===== src/design/radial_vignetting_gain_top_assert.svh =====
// Assertion macros used by the top-level design file.
`ifndef RADIAL_VIGNETTING_GAIN_TOP_ASSERT_SVH
`define RADIAL_VIGNETTING_GAIN_TOP_ASSERT_SVH
`ifndef SYNTHESIS
`define RVG_ASSERT_IMP(name, clk, rst_n, ante, cons) \
  name: assert property (@(posedge clk) disable iff (!rst_n) (ante) |-> (cons)) \
    else $error("rvg assertion failed");
`define RVG_ASSERT_NXT(name, clk, rst_n, ante, cons) \
  name: assert property (@(posedge clk) disable iff (!rst_n) (ante) |=> (cons)) \
    else $error("rvg assertion failed");
`else
`define RVG_ASSERT_IMP(name, clk, rst_n, ante, cons)
`define RVG_ASSERT_NXT(name, clk, rst_n, ante, cons)
`endif
`endif


===== src/design/rvg_pkg.sv =====
package rvg_pkg;

  localparam int POS_W     = 12;
  localparam int SAMPLE_W  = 16;
  localparam int CTR_W     = 14;
  localparam int INDEX_W   = 12;
  localparam int EGAIN_W   = 24;
  localparam int ABS_W     = 14;
  localparam int SQ_W      = 2 * ABS_W + 2;
  localparam int ROOT_W    = ABS_W + 1;
  localparam int SCALED_W  = 24;
  localparam int CFG_IDX_W = 2;

  localparam logic [CFG_IDX_W-1:0] CFG_CENTER_X = 2'd0;
  localparam logic [CFG_IDX_W-1:0] CFG_CENTER_Y = 2'd1;
  localparam logic [CFG_IDX_W-1:0] CFG_WIDE     = 2'd2;

  localparam logic ACT_WRITE = 1'b0;
  localparam logic ACT_PIXEL = 1'b1;

  localparam logic [SAMPLE_W-1:0] LIM_NARROW = 16'd255;
  localparam logic [SAMPLE_W-1:0] LIM_WIDE   = 16'd65535;

  typedef struct packed {
    logic                action;
    logic [POS_W-1:0]    pos_x;
    logic [POS_W-1:0]    pos_y;
    logic [SAMPLE_W-1:0] red_in;
    logic [SAMPLE_W-1:0] green_in;
    logic [SAMPLE_W-1:0] blue_in;
    logic [SAMPLE_W-1:0] alpha_in;
    logic [INDEX_W-1:0]  entry_index;
    logic [EGAIN_W-1:0]  entry_gain;
  } in_pay_t;

  typedef struct packed {
    logic [SAMPLE_W-1:0] red_out;
    logic [SAMPLE_W-1:0] green_out;
    logic [SAMPLE_W-1:0] blue_out;
    logic [SAMPLE_W-1:0] alpha_out;
  } out_pay_t;

  typedef struct packed {
    logic                is_pix;
    logic [SAMPLE_W-1:0] red;
    logic [SAMPLE_W-1:0] green;
    logic [SAMPLE_W-1:0] blue;
    logic [SAMPLE_W-1:0] alpha;
    logic [INDEX_W-1:0]  entry_index;
    logic [EGAIN_W-1:0]  entry_gain;
  } side_t;

endpackage


===== src/design/rvg_merge.sv =====
module rvg_merge (
  input  logic                             clk,
  input  logic                             rst_n,
  input  logic                             adv,
  input  logic                             vld_in,
  input  logic [rvg_pkg::SCALED_W-1:0]     red,
  input  logic [rvg_pkg::SCALED_W-1:0]     green,
  input  logic [rvg_pkg::SCALED_W-1:0]     blue,
  input  logic [rvg_pkg::SAMPLE_W-1:0]     alpha,
  input  logic                             wide,
  output logic                             vld_out,
  output rvg_pkg::out_pay_t                pay_out
);

  localparam int XW = rvg_pkg::SCALED_W;
  localparam int OW = rvg_pkg::SAMPLE_W;

  function automatic logic [OW-1:0] clamp(input logic [XW-1:0] v, input logic w);
    logic [OW-1:0] lim;
    lim = w ? rvg_pkg::LIM_WIDE : rvg_pkg::LIM_NARROW;
    return (v > XW'(lim)) ? lim : v[OW-1:0];
  endfunction

  logic              vld_r;
  rvg_pkg::out_pay_t pay_r;

  always_ff @(posedge clk) begin
    if (!rst_n) begin
      vld_r <= 1'b0;
    end else if (adv) begin
      vld_r <= vld_in;
    end
  end

  always_ff @(posedge clk) begin
    if (adv) begin
      pay_r.red_out   <= clamp(red, wide);
      pay_r.green_out <= clamp(green, wide);
      pay_r.blue_out  <= clamp(blue, wide);
      pay_r.alpha_out <= alpha;
    end
  end

  assign vld_out = vld_r;
  assign pay_out = pay_r;

endmodule


===== config.mk =====
export PLATFORM = sky130hd
export DESIGN_NAME = rvg_merge
export DESIGN_NICKNAME = d
export VERILOG_FILES = /design/src/design/radial_vignetting_gain_top_assert.svh /design/src/design/rvg_pkg.sv /design/src/design/rvg_merge.sv
export SDC_FILE = /design/constraint.sdc
export NUM_CORES = 1
export LEC_CHECK = 0
export ABC_AREA = 1
export BUFFER_PORTS_ARGS = -buffer_cell sky130_fd_sc_hd__buf_2
export CORE_UTILIZATION = 36
export CTS_BUF_LIST = sky130_fd_sc_hd__clkbuf_8 sky130_fd_sc_hd__clkbuf_16
export CTS_CLUSTER_SIZE = 8
export DETAILED_ROUTE_END_ITERATION = 10
export PLACE_DENSITY = 0.65
export SYNTH_ARGS = -nofsm -noshare
export SYNTH_HDL_FRONTEND = slang
export SYNTH_SLANG_ARGS = --single-unit

===== constraint.sdc =====
create_clock -name clk -period 4 [get_ports clk]
set_clock_uncertainty 0.2 [all_clocks]
set_input_delay 0.2 -clock clk [delete_from_list [all_inputs] [get_ports clk]]
set_output_delay 0.2 -clock clk [all_outputs]
set_load 0.02 [all_outputs]

==> results.toml <==
[logic_synthesis]
post_synth.cell_area_avg_sq_um = 10.9
yosys-top-cells-area = "edfxtp_1, nand2_1, ha_1, inv_1, nand3_1"
synth_top_area_share_pct = 59.4
syn-cell-area_sq_mm = 0.00323
yosysTopAreaCell = "edfxtp_1"
ys_warn_count = 0
synth-seq-area-share_pct = 60.0
ys_types = 17
netlist_instances = 297
syn_nets = 414
ys_seq_elements = 65

[critical_path]
critPathCaptureType = "register"
required_ns = 3.88
crit_slowest_cell = "ha_1"
crit_fanout = 24
critPathMaxStageDelay_ns = 0.49
path_cells = "buf_2 -> inv_1 -> ha_1 -> nand4_1 -> nor2_1 -> nand2_1 -> nand2_4 -> nand2_4 -> nand2_4 -> nand2_1"
cp-start-kind = "primary input"
r2r_slack_ns = 2.58
path_class = "in -> reg"
worstPathArrival_ns = 2.13
path_common_cell = "nand2_4"

[sta]
slew_headroom_pct = 46.4
hold_violations = 0
tns_ns = 0
rsz0062_at_grt = "false"
period_minus_slack_ns = 2.25
max_freq_mhz = 444
drv_slew = 0
tightest_slew_ns = 0.803
setup_viol_count_final = 0
finalCritPeriodShare_pct = 56.3

[cts]
cts-root-buf = "clkbuf_8"
clock_latency_ns = 0.32
cts_inserted_buffers = 9
ctsLongestPathBuffers = 2
tritoncts = "yes"
clk_pin_slew_worst_paths_ns = 0.07
htree_num_levels = 3
cts_num_sinks = 65
cts_resized = 0

[die]
io_pins = 158
die_w_um = 96.8
initial_utilization_pct = 37.1
dieHeight_um = 96.8
core_area_sq_mm = 0.00872
fp-row-count = 34
fp.dieArea_sq_mm = 0.00937

[layout]
fillers = 783
nets = 640
drive_gt1_share_pct = 36.2
area_growth_syn_to_layout_pct = 51.2
final_util_pct = 56.1

[global_route]
grt_pass1_wl_um = 13400
grt_max_degree = 38
grt_pass1_vias = 2908
grt_remaining_overflow = 0
grt_use_total_pct = 17.8
antenna_found_initial = 1

[pwr]
peakVddDrop_mv = 0.169
p_leak_nw = 2.42
power.density_mw_per_mm2 = 321

[drt]
wl_met2_um = 4260
drt_iter0_markers = 49
wl_um = 7990
wire_per_inst_um = 12.5
dr.pass1.iters = 4
highest_layer = "met4"
wl_met3_um = 403
drc = 0
postRouteAntennaNets = 0
via_per_inst = 4.41
vias = 2811
m1WireLength_um = 3150

[placed_design]
hpwl_um = 5710
portBuffers = 157
gp_congestion = 0.747

[status]
outcome = "completed"

[min_path]
hp-class = "in -> reg"

[job]
drv_cap = 0
-- through the flow --
step	area [sq um]	total power [mW]	hold slack (ns)	setup WS (ns)	cells
detailed placement	4160	1.09	0.178	1.38	563
finish	4890	1.57	0.0195	1.75	637
floorplan	3230	0.966	0.0935	1.93	297
CTS	4890	1.58	0.00174	1.73	636
global route	4890	1.65	0.00500	1.57	637
global placement	4160	1.09	0.177	1.48	563
-- power breakdown --
group          internal (mW)  leakage, nW  switching (mW)
registers              0.797        0.642          0.0101
clock network          0.214       0.0963           0.233
logic                  0.134         1.68           0.180
-- repair_timing --
action	in CTS	in global routing
hold buffers	57	0
endpoints found under the hold margin	56	0
setup buffers	0	0
-- layer usage --
metal	track usage, %	vias up
met3	4.84	12
met1	19.4	1258
met5	0	-
met2	33.0	90
li1	-	1451
met4	6.20	0
-- flip-flops by register name (all words and copies together) (netlist names) --
name / flops
pay_out: 64
vld_out: 1
-- cells in the final DEF (no fill, tap or decap), drive strengths merged --
master,Yosys,layout
dfxtp,1,1
o21ai,1,1
buf,0,158
dlygate4sd3,0,57
nand3,26,26
edfxtp,64,64
ha,24,24
a21o,3,3
nand4,7,7
clkinv,0,4
nand2,98,98
clkbuf,0,9
a21oi,7,7
diode,0,1
inv,40,43
nor2,26,26
-- critical path, delay by kind of cell --
family | cells | cell delay [ns]
buffers and inverters | 2 | 0.61
adder cells (fa/ha/maj) | 1 | 0.49
AND/OR/NAND/NOR | 7 | 0.82
-- path summary, 6_finish.rpt --
check	startpoint	endpoint	depth (start not counted)
worst max-delay path	wide	pay_out[62]$_DFFE_PP_	10
worst min-delay path	red[8]	pay_out[56]$_DFFE_PP_	3
worst max register to register	vld_out$_SDFFE_PN0P_	vld_out$_SDFFE_PN0P_	3
worst min register to register	vld_out$_SDFFE_PN0P_	vld_out$_SDFFE_PN0P_	3
-- Yosys cell counts --
library cell	n
nand4_2	1
o21ai_0	1
inv_1	37
ha_1	24
nand4_1	6
nor2_2	1
a21oi_1	7
edfxtp_1	64
inv_4	3
nand3_1	26
nor2_1	22
nand2_4	9
nor2_8	3
nand2_2	3
a21o_1	3
nand2_1	86
dfxtp_1	1
-- cells by family (layout without fill, tap and decap cells) --
group	after synthesis	count (layout)	share of synthesized area, %
AO/OA/AOI/OAI	11	11	1.93
flip-flops	65	65	60.0
adder cells (fa/ha/maj)	24	24	9.28
other	0	1	0
AND/OR/NAND/NOR	157	157	23.9
buffers and inverters	40	271	4.87
-- final cells by class --
cell class	instances	area [sq um]	area share, %
Inverter	40	158	3.22
Multi-Input combinational cell	192	1130	23.2
Clock inverter	7	31.3	0.640
Tap cell	108	135	2.76
Clock buffer	9	124	2.53
Antenna cell	1	2.50	0.0512
Sequential cell	65	1940	39.7
Timing Repair Buffer	215	1360	27.9
Power figures use the tool's default switching activity.
