File: config.mk
export PLATFORM = sky130hd
export DESIGN_NAME = rvg_lane
export DESIGN_NICKNAME = d
export VERILOG_FILES = /design/src/design/radial_vignetting_gain_top_assert.svh /design/src/design/rvg_pkg.sv /design/src/design/rvg_lane.sv
export SDC_FILE = /design/constraint.sdc
export NUM_CORES = 1
export LEC_CHECK = 0
export ABC_CLOCK_PERIOD_IN_PS = 18600
export BUFFER_PORTS_ARGS = -buffer_cell sky130_fd_sc_hd__buf_2
export CORE_MARGIN = 8
export CORE_UTILIZATION = 35
export CTS_CLUSTER_DIAMETER = 100
export DETAILED_ROUTE_END_ITERATION = 7
export GPL_TIMING_DRIVEN = 0
export PLACE_DENSITY_LB_ADDON = 0.3
export RECOVER_POWER = 50
export SKIP_LAST_GASP = 1
export SLEW_MARGIN = 20
export SYNTH_ARGS = -nofsm -noshare
export SYNTH_HDL_FRONTEND = slang
export SYNTH_SLANG_ARGS = --single-unit
File: constraint.sdc
create_clock -name clk -period 18.6 [get_ports clk]
set_input_delay 0.93 -clock clk [delete_from_list [all_inputs] [get_ports clk]]
set_output_delay 0.93 -clock clk [all_outputs]
set_load 0.01 [all_outputs]
File: src/design/radial_vignetting_gain_top_assert.svh
// Assertion macros used by the top-level design file.
`ifndef RADIAL_VIGNETTING_GAIN_TOP_ASSERT_SVH
`define RADIAL_VIGNETTING_GAIN_TOP_ASSERT_SVH
`ifndef SYNTHESIS
`define RVG_ASSERT_IMP(name, clk, rst_n, ante, cons) \
  name: assert property (@(posedge clk) disable iff (!rst_n) (ante) |-> (cons)) \
    else $error("rvg assertion failed");
`define RVG_ASSERT_NXT(name, clk, rst_n, ante, cons) \
  name: assert property (@(posedge clk) disable iff (!rst_n) (ante) |=> (cons)) \
    else $error("rvg assertion failed");
`else
`define RVG_ASSERT_IMP(name, clk, rst_n, ante, cons)
`define RVG_ASSERT_NXT(name, clk, rst_n, ante, cons)
`endif
`endif

File: src/design/rvg_pkg.sv
package rvg_pkg;

  localparam int POS_W     = 12;
  localparam int SAMPLE_W  = 16;
  localparam int CTR_W     = 14;
  localparam int INDEX_W   = 12;
  localparam int EGAIN_W   = 24;
  localparam int ABS_W     = 14;
  localparam int SQ_W      = 2 * ABS_W + 2;
  localparam int ROOT_W    = ABS_W + 1;
  localparam int SCALED_W  = 24;
  localparam int CFG_IDX_W = 2;

  localparam logic [CFG_IDX_W-1:0] CFG_CENTER_X = 2'd0;
  localparam logic [CFG_IDX_W-1:0] CFG_CENTER_Y = 2'd1;
  localparam logic [CFG_IDX_W-1:0] CFG_WIDE     = 2'd2;

  localparam logic ACT_WRITE = 1'b0;
  localparam logic ACT_PIXEL = 1'b1;

  localparam logic [SAMPLE_W-1:0] LIM_NARROW = 16'd255;
  localparam logic [SAMPLE_W-1:0] LIM_WIDE   = 16'd65535;

  typedef struct packed {
    logic                action;
    logic [POS_W-1:0]    pos_x;
    logic [POS_W-1:0]    pos_y;
    logic [SAMPLE_W-1:0] red_in;
    logic [SAMPLE_W-1:0] green_in;
    logic [SAMPLE_W-1:0] blue_in;
    logic [SAMPLE_W-1:0] alpha_in;
    logic [INDEX_W-1:0]  entry_index;
    logic [EGAIN_W-1:0]  entry_gain;
  } in_pay_t;

  typedef struct packed {
    logic [SAMPLE_W-1:0] red_out;
    logic [SAMPLE_W-1:0] green_out;
    logic [SAMPLE_W-1:0] blue_out;
    logic [SAMPLE_W-1:0] alpha_out;
  } out_pay_t;

  typedef struct packed {
    logic                is_pix;
    logic [SAMPLE_W-1:0] red;
    logic [SAMPLE_W-1:0] green;
    logic [SAMPLE_W-1:0] blue;
    logic [SAMPLE_W-1:0] alpha;
    logic [INDEX_W-1:0]  entry_index;
    logic [EGAIN_W-1:0]  entry_gain;
  } side_t;

endpackage

File: src/design/rvg_lane.sv
module rvg_lane #(
  parameter int GAIN_FRAC_BITS = 16,
  localparam int GW = 8 + GAIN_FRAC_BITS
) (
  input  logic                             clk,
  input  logic                             adv,
  input  logic [rvg_pkg::SAMPLE_W-1:0]     sample,
  input  logic [GW-1:0]                    gain,
  output logic [rvg_pkg::SCALED_W-1:0]     scaled
);

  localparam int PW = rvg_pkg::SAMPLE_W + GW;

  logic [PW-1:0]                   product;
  logic [rvg_pkg::SCALED_W-1:0]    scaled_r;

  assign product = PW'(sample) * PW'(gain);

  always_ff @(posedge clk) begin
    if (adv) begin
      scaled_r <= product[PW-1:GAIN_FRAC_BITS];
    end
  end

  assign scaled = scaled_r;

endmodule

==> key figures <==
Setup path
  • Max incr delay on CP: 0.58 ns
  • WP buf/inv: 7
  • Worst path arrival time: 7.96 ns
  • Worst Setup EP: scaled[8]
  • Worst-path fanout max: 10
  • Most frequent CP cell: fa_1
  • Critical Path, Cell by Cell: buf_2 > clkbuf_1 > nand2_1 > fa_1 > inv_1 > fa_1 > inv_1 > fa_1 > inv_1 > fa_1 > fa_1 > inv_1 > fa_1 > inv_1 > ha_1 > nand4_1 > or2_2 > nor3_1 > o311ai_0 > a21oi_1 > a21boi_0 > o21ai_0 > a21oi_1 > xnor2_1
  • Crit. End Element: flip-flop
  • Slowest-stage cell, CP: clkbuf_1
  • Startpoint Class: input port
  • Setup CP Type: input port to flip-flop
  • Kind of cell adding the most delay to the critical path: adder cells
  • Required time of the critical path: 18.64 ns
  • Crit path from: sample[7]
  • Crit path depth: 24

Route
  • Vias/cell: 4.822
  • Metal1 wirelength: 14.99 mm
  • WL per Instance: 18.01 um
  • Drt first pass iters: 4
  • DRT Wirelength: 34.56 mm
  • DR WL met3: 1.650 mm
  • Initial drt markers: 495
  • # DRC: 0
  • Vias: 9253
  • Routed wl met2: 17.04 mm
  • Routed Antenna Nets: 0
  • Max layer used: met4

STA
  • Max Fclk: 0.1263 GHz
  • Final period util: 42.56%
  • RSZ-0062 raised after global routing: no
  • Relative slew slack: -15.87%
  • Post-Route Setup TNS: 0 ns
  • Hold Violations, Final: 0
  • Setup WS post-layout: 10.68 ns
  • Slew @ Worst Pin: 1.738 ns
  • Setup-failing EPs final: 0
  • Post-route minimum period: 7.917 ns
  • Worst hold slack: 1.630 ns
  • Slew Viols, Final: 25

Outcome
  • Status: finished, violations left
  • Failing checks: capacitance limit, slew limit

Final layout
  • # fillers: 3657
  • Layout cell share with drive strength beyond 1: 4.187%
  • Commonest non-fill, non-tap cells in the layout: inv_1 (353), fa_1 (305), nand2_1 (229)
  • Commonest non-fill, non-tap cell in the layout: inv_1
  • Max reg flops: 24
  • Register area: 720.7 um^2
  • Final instance area: 0.01356 mm^2
  • Multi-input gate area: 0.01031 mm^2
  • Synth-to-Final Area Change: 7.906%
  • Final net count: 1914

Synthesis
  • Post-synth top area cell: fa_1
  • Seq/Total Area, Yosys: 5.735%
  • Synth warn: 0
  • Number of synthesized flops with an enable pin: 24
  • Ranking of synthesized cells by area: fa_1 (49%), ha_1 (11%), inv_1 (11%), and2_1 (8.4%), nand2_1 (6.8%)
  • Synth Cell Area: 0.01257 mm^2
  • Post-synth cell types: 38
  • Ys async rst share: 0%
  • Cells after synthesis: 1388
  • Yosys top cell area share: 48.59%
  • Number of synthesized register bits: 24
  • Syn Nets: 1844
  • Top_reg_cell synth: edfxtp_1
  • Syn_area_per_cell: 9.053 um^2

Floorplanning
  • Die height: 205.5 um
  • Initial Utilization: 35.41%
  • Core ar.: 0.03548 mm^2
  • Die area: 0.04222 mm^2
  • Num ports: 66
  • Die width: 205.5 um
  • Site Rows: 69

Global route
  • Initial antenna violation count: 1
  • Gr ovfl total: 0
  • First-pass GRT wire length: 55.22 mm
  • Vias in the first global route: 10060
  • Largest net degree at the start of global routing: 25
  • Global Route Usage Sum: 17.16%

Hold path
  • Tightest Hold Check Type: input port to flip-flop

Clock network
  • CTS tree: done
  • Post-CTS Setup Inserts: 0
  • Root Buffer: clkbuf_16
  • TritonCTS Buffers: 3
  • Reg clk slew, reported paths: 0.08 ns
  • CTS Sinks: 24
  • Longest Clk Path Bufs: 2
  • H-tree level count: 1
  • Cts hold-fix bufs: 0
  • Post-CTS Resized: 0

Placed design
  • I/O Buffers: 65
  • Final GP Congestion: 0.8849
  • DPL Wire Length: 29.70 mm
  • Post-DP Area: 0.01347 mm^2
  • Pre-CTS worst setup slack: 10.62 ns

Run
  • Max cap viols: 1
Yosys cell counts, types with 2 or more instances:
| master | number |
|---|---|
| nand2_1 | 229 |
| inv_1 | 353 |
| a221o_1 | 2 |
| o311ai_0 | 2 |
| a211oi_1 | 3 |
| o21a_1 | 6 |
| nor3_1 | 9 |
| ha_1 | 109 |
| nor2_1 | 20 |
| o21bai_1 | 6 |
| clkbuf_1 | 57 |
| nand3_1 | 5 |
| xor2_1 | 6 |
| and2_1 | 169 |
| xnor2_1 | 14 |
| and3_1 | 3 |
| a21oi_1 | 28 |
| edfxtp_1 | 24 |
| a21o_1 | 8 |
| o21ai_0 | 10 |
| nand4_1 | 4 |
| fa_1 | 305 |
final cells by class:
type / instances / area share (%)
tap: 461 / 4.254
multi-input combinational: 954 / 76.01
buffer: 57 / 1.578
inverter: 353 / 9.772
timing repair buffer: 65 / 2.279
sequential: 24 / 5.315
clock buffer: 3 / 0.5537
clock inverter: 1 / 0.2215
antenna: 1 / 0.01846
how the worst min path moves through the flow:
stage	start	to	slack, ns	cells past startpoint
floorplan	adv	scaled[0]	1.04	0
global placement	scaled[21]	scaled[21]	1.34	1
detailed placement	scaled[21]	scaled[21]	1.34	1
CTS	adv	scaled[23]	1.28	1
global route	scaled[2]	scaled[2]	1.71	1
finish	sample[15]	scaled[23]	1.63	6
cell families (layout without fill, tap and decap cells):
| family | Yosys count | count (layout) | share of synthesized area [%] |
|---|---|---|---|
| simple gates | 445 | 445 | 17.10 |
| flops | 24 | 24 | 5.735 |
| other cells | 0 | 1 | 0 |
| compound gates | 75 | 75 | 4.083 |
| buf+inv | 410 | 479 | 12.25 |
| fa+ha+maj | 414 | 414 | 59.44 |
| xor+xnor | 20 | 20 | 1.394 |
through the flow:
| step | utilization [%] | instances |
|---|---|---|
| 6_report | 38.21 | 1919 |
| 5_1_grt | 38.21 | 1918 |
| 4_1_cts | 38.25 | 1918 |
| 3_5_place_dp | 37.96 | 1914 |
| 3_3_place_gp | 37.96 | 1914 |
| 2_1_floorplan | - | 1388 |
layer usage:
| metal | vias up | track usage, % |
|---|---|---|
| li1 | 4171 | - |
| met1 | 4829 | 22.50 |
| met2 | 216 | 29.43 |
| met3 | 37 | 2.283 |
| met4 | 0 | 4.646 |
| met5 | - | 0 |
Power is left out: the tool's default activity adds up to more than one toggle a clock period on the data nets, which glitch-free logic cannot reach.
