[config.mk]
export PLATFORM = sky130hd
export DESIGN_NAME = rvg_radius
export DESIGN_NICKNAME = d
export VERILOG_FILES = /design/src/design/radial_vignetting_gain_top_assert.svh /design/src/design/rvg_pkg.sv /design/src/design/rvg_radius.sv
export SDC_FILE = /design/constraint.sdc
export NUM_CORES = 2
export LEC_CHECK = 0
export ABC_CLOCK_PERIOD_IN_PS = 7000
export BUFFER_PORTS_ARGS = -buffer_cell sky130_fd_sc_hd__buf_4
export CELL_PAD_IN_SITES_DETAIL_PLACEMENT = 1
export CELL_PAD_IN_SITES_GLOBAL_PLACEMENT = 1
export CORE_ASPECT_RATIO = 1.75
export CORE_UTILIZATION = 54
export DETAILED_ROUTE_END_ITERATION = 6
export PLACE_DENSITY_LB_ADDON = 0.05
export SLEW_MARGIN = 40
export SYNTH_ARGS = -nofsm -noshare
export SYNTH_HDL_FRONTEND = slang
export SYNTH_SLANG_ARGS = --single-unit
[constraint.sdc]
create_clock -name clk -period 7 [get_ports clk]
set_input_delay 0.7 -clock clk [delete_from_list [all_inputs] [get_ports clk]]
set_output_delay 0.7 -clock clk [all_outputs]
set_load 0.02 [all_outputs]
[src/design/radial_vignetting_gain_top_assert.svh]
// Assertion macros used by the top-level design file.
`ifndef RADIAL_VIGNETTING_GAIN_TOP_ASSERT_SVH
`define RADIAL_VIGNETTING_GAIN_TOP_ASSERT_SVH
`ifndef SYNTHESIS
`define RVG_ASSERT_IMP(name, clk, rst_n, ante, cons) \
  name: assert property (@(posedge clk) disable iff (!rst_n) (ante) |-> (cons)) \
    else $error("rvg assertion failed");
`define RVG_ASSERT_NXT(name, clk, rst_n, ante, cons) \
  name: assert property (@(posedge clk) disable iff (!rst_n) (ante) |=> (cons)) \
    else $error("rvg assertion failed");
`else
`define RVG_ASSERT_IMP(name, clk, rst_n, ante, cons)
`define RVG_ASSERT_NXT(name, clk, rst_n, ante, cons)
`endif
`endif

[src/design/rvg_pkg.sv]
package rvg_pkg;

  localparam int POS_W     = 12;
  localparam int SAMPLE_W  = 16;
  localparam int CTR_W     = 14;
  localparam int INDEX_W   = 12;
  localparam int EGAIN_W   = 24;
  localparam int ABS_W     = 14;
  localparam int SQ_W      = 2 * ABS_W + 2;
  localparam int ROOT_W    = ABS_W + 1;
  localparam int SCALED_W  = 24;
  localparam int CFG_IDX_W = 2;

  localparam logic [CFG_IDX_W-1:0] CFG_CENTER_X = 2'd0;
  localparam logic [CFG_IDX_W-1:0] CFG_CENTER_Y = 2'd1;
  localparam logic [CFG_IDX_W-1:0] CFG_WIDE     = 2'd2;

  localparam logic ACT_WRITE = 1'b0;
  localparam logic ACT_PIXEL = 1'b1;

  localparam logic [SAMPLE_W-1:0] LIM_NARROW = 16'd255;
  localparam logic [SAMPLE_W-1:0] LIM_WIDE   = 16'd65535;

  typedef struct packed {
    logic                action;
    logic [POS_W-1:0]    pos_x;
    logic [POS_W-1:0]    pos_y;
    logic [SAMPLE_W-1:0] red_in;
    logic [SAMPLE_W-1:0] green_in;
    logic [SAMPLE_W-1:0] blue_in;
    logic [SAMPLE_W-1:0] alpha_in;
    logic [INDEX_W-1:0]  entry_index;
    logic [EGAIN_W-1:0]  entry_gain;
  } in_pay_t;

  typedef struct packed {
    logic [SAMPLE_W-1:0] red_out;
    logic [SAMPLE_W-1:0] green_out;
    logic [SAMPLE_W-1:0] blue_out;
    logic [SAMPLE_W-1:0] alpha_out;
  } out_pay_t;

  typedef struct packed {
    logic                is_pix;
    logic [SAMPLE_W-1:0] red;
    logic [SAMPLE_W-1:0] green;
    logic [SAMPLE_W-1:0] blue;
    logic [SAMPLE_W-1:0] alpha;
    logic [INDEX_W-1:0]  entry_index;
    logic [EGAIN_W-1:0]  entry_gain;
  } side_t;

endpackage

[src/design/rvg_radius.sv]
module rvg_radius #(
  parameter int COORD_BITS   = 12,
  parameter int GAIN_ENTRIES = 4096,
  localparam int IDX_W = $clog2(GAIN_ENTRIES)
) (
  input  logic                               clk,
  input  logic                               rst_n,
  input  logic                               adv,
  input  logic                               vld_in,
  input  logic [rvg_pkg::POS_W-1:0]          pos_x,
  input  logic [rvg_pkg::POS_W-1:0]          pos_y,
  input  logic signed [rvg_pkg::CTR_W-1:0]   center_x,
  input  logic signed [rvg_pkg::CTR_W-1:0]   center_y,
  input  rvg_pkg::side_t                     side_in,
  output logic                               vld_out,
  output logic [IDX_W-1:0]                   idx_out,
  output rvg_pkg::side_t                     side_out
);

  localparam int PW = rvg_pkg::POS_W;
  localparam int DW = rvg_pkg::CTR_W + 1;
  localparam int AW = rvg_pkg::ABS_W;
  localparam int SW = rvg_pkg::SQ_W;
  localparam int N  = rvg_pkg::ROOT_W;
  localparam int TW = SW + 2;
  localparam int unsigned CMASK = (1 << COORD_BITS) - 1;

  logic [PW-1:0]        px, py;
  logic signed [DW-1:0] dx, dy;
  logic [AW-1:0]        ax, ay;

  logic                 s1_vld_r, s2_vld_r;
  logic [AW-1:0]        ax_r, ay_r;
  rvg_pkg::side_t       s1_side_r, s2_side_r;
  logic [2*AW-1:0]      sqx_r, sqy_r;

  logic [N:0]           vld_r;
  logic [SW-1:0]        rem_r    [N+1];
  logic [N-1:0]         root_r   [N+1];
  rvg_pkg::side_t       side_r   [N+1];
  logic [SW-1:0]        rem_nxt  [N];
  logic [N-1:0]         root_nxt [N];

  logic                 up;
  logic [N:0]           rnd_dist;
  logic [IDX_W-1:0]     idx_nxt;
  logic                 fin_vld_r;
  logic [IDX_W-1:0]     idx_r;
  rvg_pkg::side_t       fin_side_r;

  assign px = pos_x & PW'(CMASK);
  assign py = pos_y & PW'(CMASK);
  assign dx = $signed(DW'(px)) - DW'(center_x);
  assign dy = $signed(DW'(py)) - DW'(center_y);
  assign ax = AW'(dx[DW-1] ? -dx : dx);
  assign ay = AW'(dy[DW-1] ? -dy : dy);

  for (genvar j = 0; j < N; j++) begin : g_sqrt
    localparam int B = N - 1 - j;
    logic [TW-1:0] trial;
    assign trial = (TW'(root_r[j]) << (B + 1)) | (TW'(1) << (2 * B));
    always_comb begin
      if (TW'(rem_r[j]) >= trial) begin
        rem_nxt[j]  = SW'(TW'(rem_r[j]) - trial);
        root_nxt[j] = root_r[j] | (N'(1) << B);
      end else begin
        rem_nxt[j]  = rem_r[j];
        root_nxt[j] = root_r[j];
      end
    end
  end

  assign up       = rem_r[N] > SW'(root_r[N]);
  assign rnd_dist = (N+1)'(root_r[N]) + (N+1)'(up);
  assign idx_nxt  = (32'(rnd_dist) >= GAIN_ENTRIES) ? IDX_W'(GAIN_ENTRIES - 1)
                                                    : IDX_W'(rnd_dist);

  always_ff @(posedge clk) begin
    if (!rst_n) begin
      s1_vld_r  <= 1'b0;
      s2_vld_r  <= 1'b0;
      vld_r     <= '0;
      fin_vld_r <= 1'b0;
    end else if (adv) begin
      s1_vld_r  <= vld_in;
      s2_vld_r  <= s1_vld_r;
      vld_r     <= {vld_r[N-1:0], s2_vld_r};
      fin_vld_r <= vld_r[N];
    end
  end

  always_ff @(posedge clk) begin
    if (adv) begin
      ax_r      <= ax;
      ay_r      <= ay;
      s1_side_r <= side_in;
      sqx_r     <= ax_r * ax_r;
      sqy_r     <= ay_r * ay_r;
      s2_side_r <= s1_side_r;
      rem_r[0]  <= SW'(sqx_r) + SW'(sqy_r);
      root_r[0] <= '0;
      side_r[0] <= s2_side_r;
      for (int j = 0; j < N; j++) begin
        rem_r[j+1]  <= rem_nxt[j];
        root_r[j+1] <= root_nxt[j];
        side_r[j+1] <= side_r[j];
      end
      idx_r      <= idx_nxt;
      fin_side_r <= side_r[N];
    end
  end

  assign vld_out  = fin_vld_r;
  assign idx_out  = idx_r;
  assign side_out = fin_side_r;

endmodule

==> flow_metrics.tcl <==
set metrics [dict create \
    drc 0 \
    grt_pass1_vias 52979 \
    rr_worst_depth 22 \
    netlist_area_mm2 0.103 \
    run_status "completed" \
    cp_data_required_time_ps 7550 \
    grt-busiest-layer "met2" \
    die_h_um 580 \
    period_share_pct 95.7 \
    use_met1_pct 17.6 \
    avgRoutedWirePerCell_um 19.8 \
    drt_wl_total_mm 181 \
    min-delay-start "side_in[15]" \
    vias 47732 \
    drtPass1Iterations 5 \
    io_buffers 270 \
    grt_first_pass_wirelength_mm 282 \
    fp.coreArea_mm2 0.189 \
    period_minus_slack_ps 6700 \
    place_congestion 0.849 \
    ys_seq_area_share_pct 76.5 \
    worst_pin_slew_ps 888 \
    max_freq_mhz 149 \
    cap_viol_max_count 0 \
    p_per_area_mw_per_mm2 501 \
    cts_tree "built" \
    grt_max_degree 166 \
    r2r_end "sqx_r[26]" \
    syn_avg_cell_area_um2 17.5 \
    synth.distinct_cells 91 \
    area_growth_pct 13.6 \
    p_leak_nw 44.3 \
    io-pin-count 271 \
    path_clk_slew_ps 70 \
    cts_sinks 2631 \
    nNetsFinal 7280 \
    synth-edff-count 2612 \
    slew_viol_final 0 \
    p_total_mw 58.7 \
    die_area_mm2 0.193 \
    synthArstFlopShare_pct 0 \
    hold-path-cell-count 1 \
    track_usage_pct 18.9 \
    vdd_ir_drop_max_mv 1.17 \
    clockBufferDepth 4 \
    grt_use_met3_pct 2.17 \
    initial_core_util_pct 54.5 \
    cts_root_buf "clkbuf_16" \
    min_to "s1_side_r[15]" \
    die_w_um 332 \
    hpwl_mm 126 \
    r2r-start "ax_r[2]" \
    rsz0062_at_grt "false" \
    cts-buffers-inserted 226 \
    yosys_warnings 0 \
    grtUsageMet2_pct 39.9 \
    rrSetupSlack_ps 300 \
    cp-start-kind "flip-flop" \
    final.setup.tns_ps 0 \
    crit_type "reg -> reg" \
    finalSetupViolCount 0 \
    netlist_instances 5906 \
    rows 211 \
    overflow 0 \
    endpoint_kind "flip-flop" \
    drive_gt1_share_pct 11.3 \
    vias_per_cell 5.23 \
    drtIter0Drc 1962 \
    clkLatencyLatePin_ps 860 \
    ys_ff_latch 2631 \
    relSlewSlack_pct 40.8 \
    ctsHtreeMaxLevel 4 \
    antenna_found_initial 2 \
    skew_ps 82.6 \
    hold_viol 0 \
    ant_nets 0 \
    cp_data_arrival_time_ps 7250 \
    synth_ff_type "edfxtp_1" \
    cp_max_fo 6 \
    hold_path.class "in -> reg" \
]
through the flow:
stage | hold slack [ps] | cells | worst slack [ps] | cell area [um2] | utilization [%]
2_1_floorplan | 400 | 5907 | 537 | 103000 | -
3_3_place_gp | 400 | 8620 | 288 | 109000 | 57.3
3_5_place_dp | 405 | 8623 | 262 | 109000 | 57.4
4_1_cts | 0.582 | 9105 | 167 | 117000 | 61.7
5_1_grt | 12.2 | 9132 | 10.5 | 117000 | 61.9
6_report | 66.8 | 9132 | 299 | 117000 | 61.9
registers in the layout, summed over array words and instances (netlist names), 12 cells and up:
| register | count |
|---|---|
| ax_r | 14 |
| ay_r | 14 |
| idx_out | 12 |
| rem_r | 479 |
| root_r | 120 |
| s1_side_r | 101 |
| s2_side_r | 101 |
| side_out | 101 |
| side_r | 1616 |
| sqx_r | 27 |
| sqy_r | 27 |
| vld_r | 16 |
layer usage:
metal / vias up / wire length, um
met3: 354 / 4140
met2: 617 / 109000
li1: 22872 / -
met4: 0 / 7580
met1: 23889 / 59800
met5: - / 0
placed cells by master (no fill, tap or decap), drive strengths merged, types with 14 or more instances in the layout:
master and n:
a21boi 14, clkbuf 276, a21o 67, a31oi 17, or3 47, xor2 126
mux2i 23, xnor2 180, buf 359, dlygate4sd3 78, a211oi 20, fa 234
nor2 209, nand4 34, nand2 303, mux2 17, nor3 75, bufinv 30
o21bai 22, dfxtp 19, inv 590, o31ai 22, o21ai 155, o21a 55
nor4 67, clkinv 79, a21oi 165, nand3 41, nor2b 66, or2 20
and2 71, edfxtp 2612, ha 383, nand2b 43
cell families (layout without fill, tap and decap cells):
family	count (synthesis)	after routing	share of synthesized area (%)
adders and majority gates	617	617	9.19
and+or+nand+nor	1046	1046	5.10
xor gates and xnor gates	306	306	2.60
muxes	40	40	0.409
DFF	2631	2631	76.5
buffers and inverters	650	1425	2.42
other	1	3	0.00364
AOI/OAI and AO/OA	615	615	3.81
critical path: stages, from the launching register on:
cell and delay (ps):
edfxtp_1 410, nand2_1 130, inv_1 70, fa_1 530, inv_1 50, fa_1 500, inv_1 50, fa_1 540
fa_1 470, fa_1 560, inv_1 60, fa_1 570, inv_1 60, ha_1 370, a21o_1 180, a21o_1 200
a221o_1 390, a2111o_1 420, o311ai_1 170, o31ai_2 200, a21bo_2 240, a21oi_1 160, xnor2_1 80
synth_stat cells, types with 23 or more instances:
library cell | instances | area (um2)
or3_1 | 45 | 282
nand2_1 | 303 | 1140
and2_1 | 70 | 438
nand3_1 | 41 | 205
xnor2_1 | 180 | 1580
mux2i_1 | 23 | 230
inv_1 | 584 | 2190
clkbuf_1 | 43 | 161
edfxtp_1 | 2612 | 78400
nor2_1 | 208 | 781
a21o_1 | 67 | 503
nand2b_1 | 43 | 269
fa_1 | 234 | 4680
o21a_1 | 55 | 413
a21oi_1 | 163 | 816
nor2b_1 | 66 | 413
nor4_1 | 67 | 419
ha_1 | 383 | 4790
nor3_1 | 73 | 365
o21ai_0 | 153 | 766
xor2_1 | 126 | 1100
nand4_1 | 34 | 213
repair_timing:
action,CTS,global route
buffers inserted,0,23
resized for setup,0,3
endpoints found under the hold margin,78,0
setup endpoints to repair,0,4
hold buffers,78,0
worst max-delay path by stage:
stage,slack [ps],to,depth (start not counted),startpoint
5_1_grt,10,sqx_r[26],22,ax_r[2]
6_report,300,sqx_r[26],22,ax_r[2]
2_1_floorplan,540,sqx_r[26],23,ax_r[2]
3_5_place_dp,260,sqx_r[26],22,ax_r[7]
3_3_place_gp,290,sqx_r[26],22,ax_r[7]
4_1_cts,170,sqy_r[27],21,ay_r[5]
layout make-up:
type                    instances  area [um2]
repair buffers                437        3800
well taps                    2449        3060
inverters                     584        2190
fillers                     16583       72200
diodes                          1        2.50
clock buffers                 276        5990
clock inverters               128        1430
multi-input cells            2626       21800
flip-flops and latches       2631       78800
where the power goes:
| group | switching [mW] | leakage [nW] | internal (mW) |
|---|---|---|---|
| Combinational | 14.2 | 15.1 | 10.9 |
| Clock | 5.28 | 3.60 | 7.17 |
| Sequential | 0.756 | 25.6 | 20.4 |
| Total | 20.2 | 44.3 | 38.5 |
(Power assumes the default switching activity.)
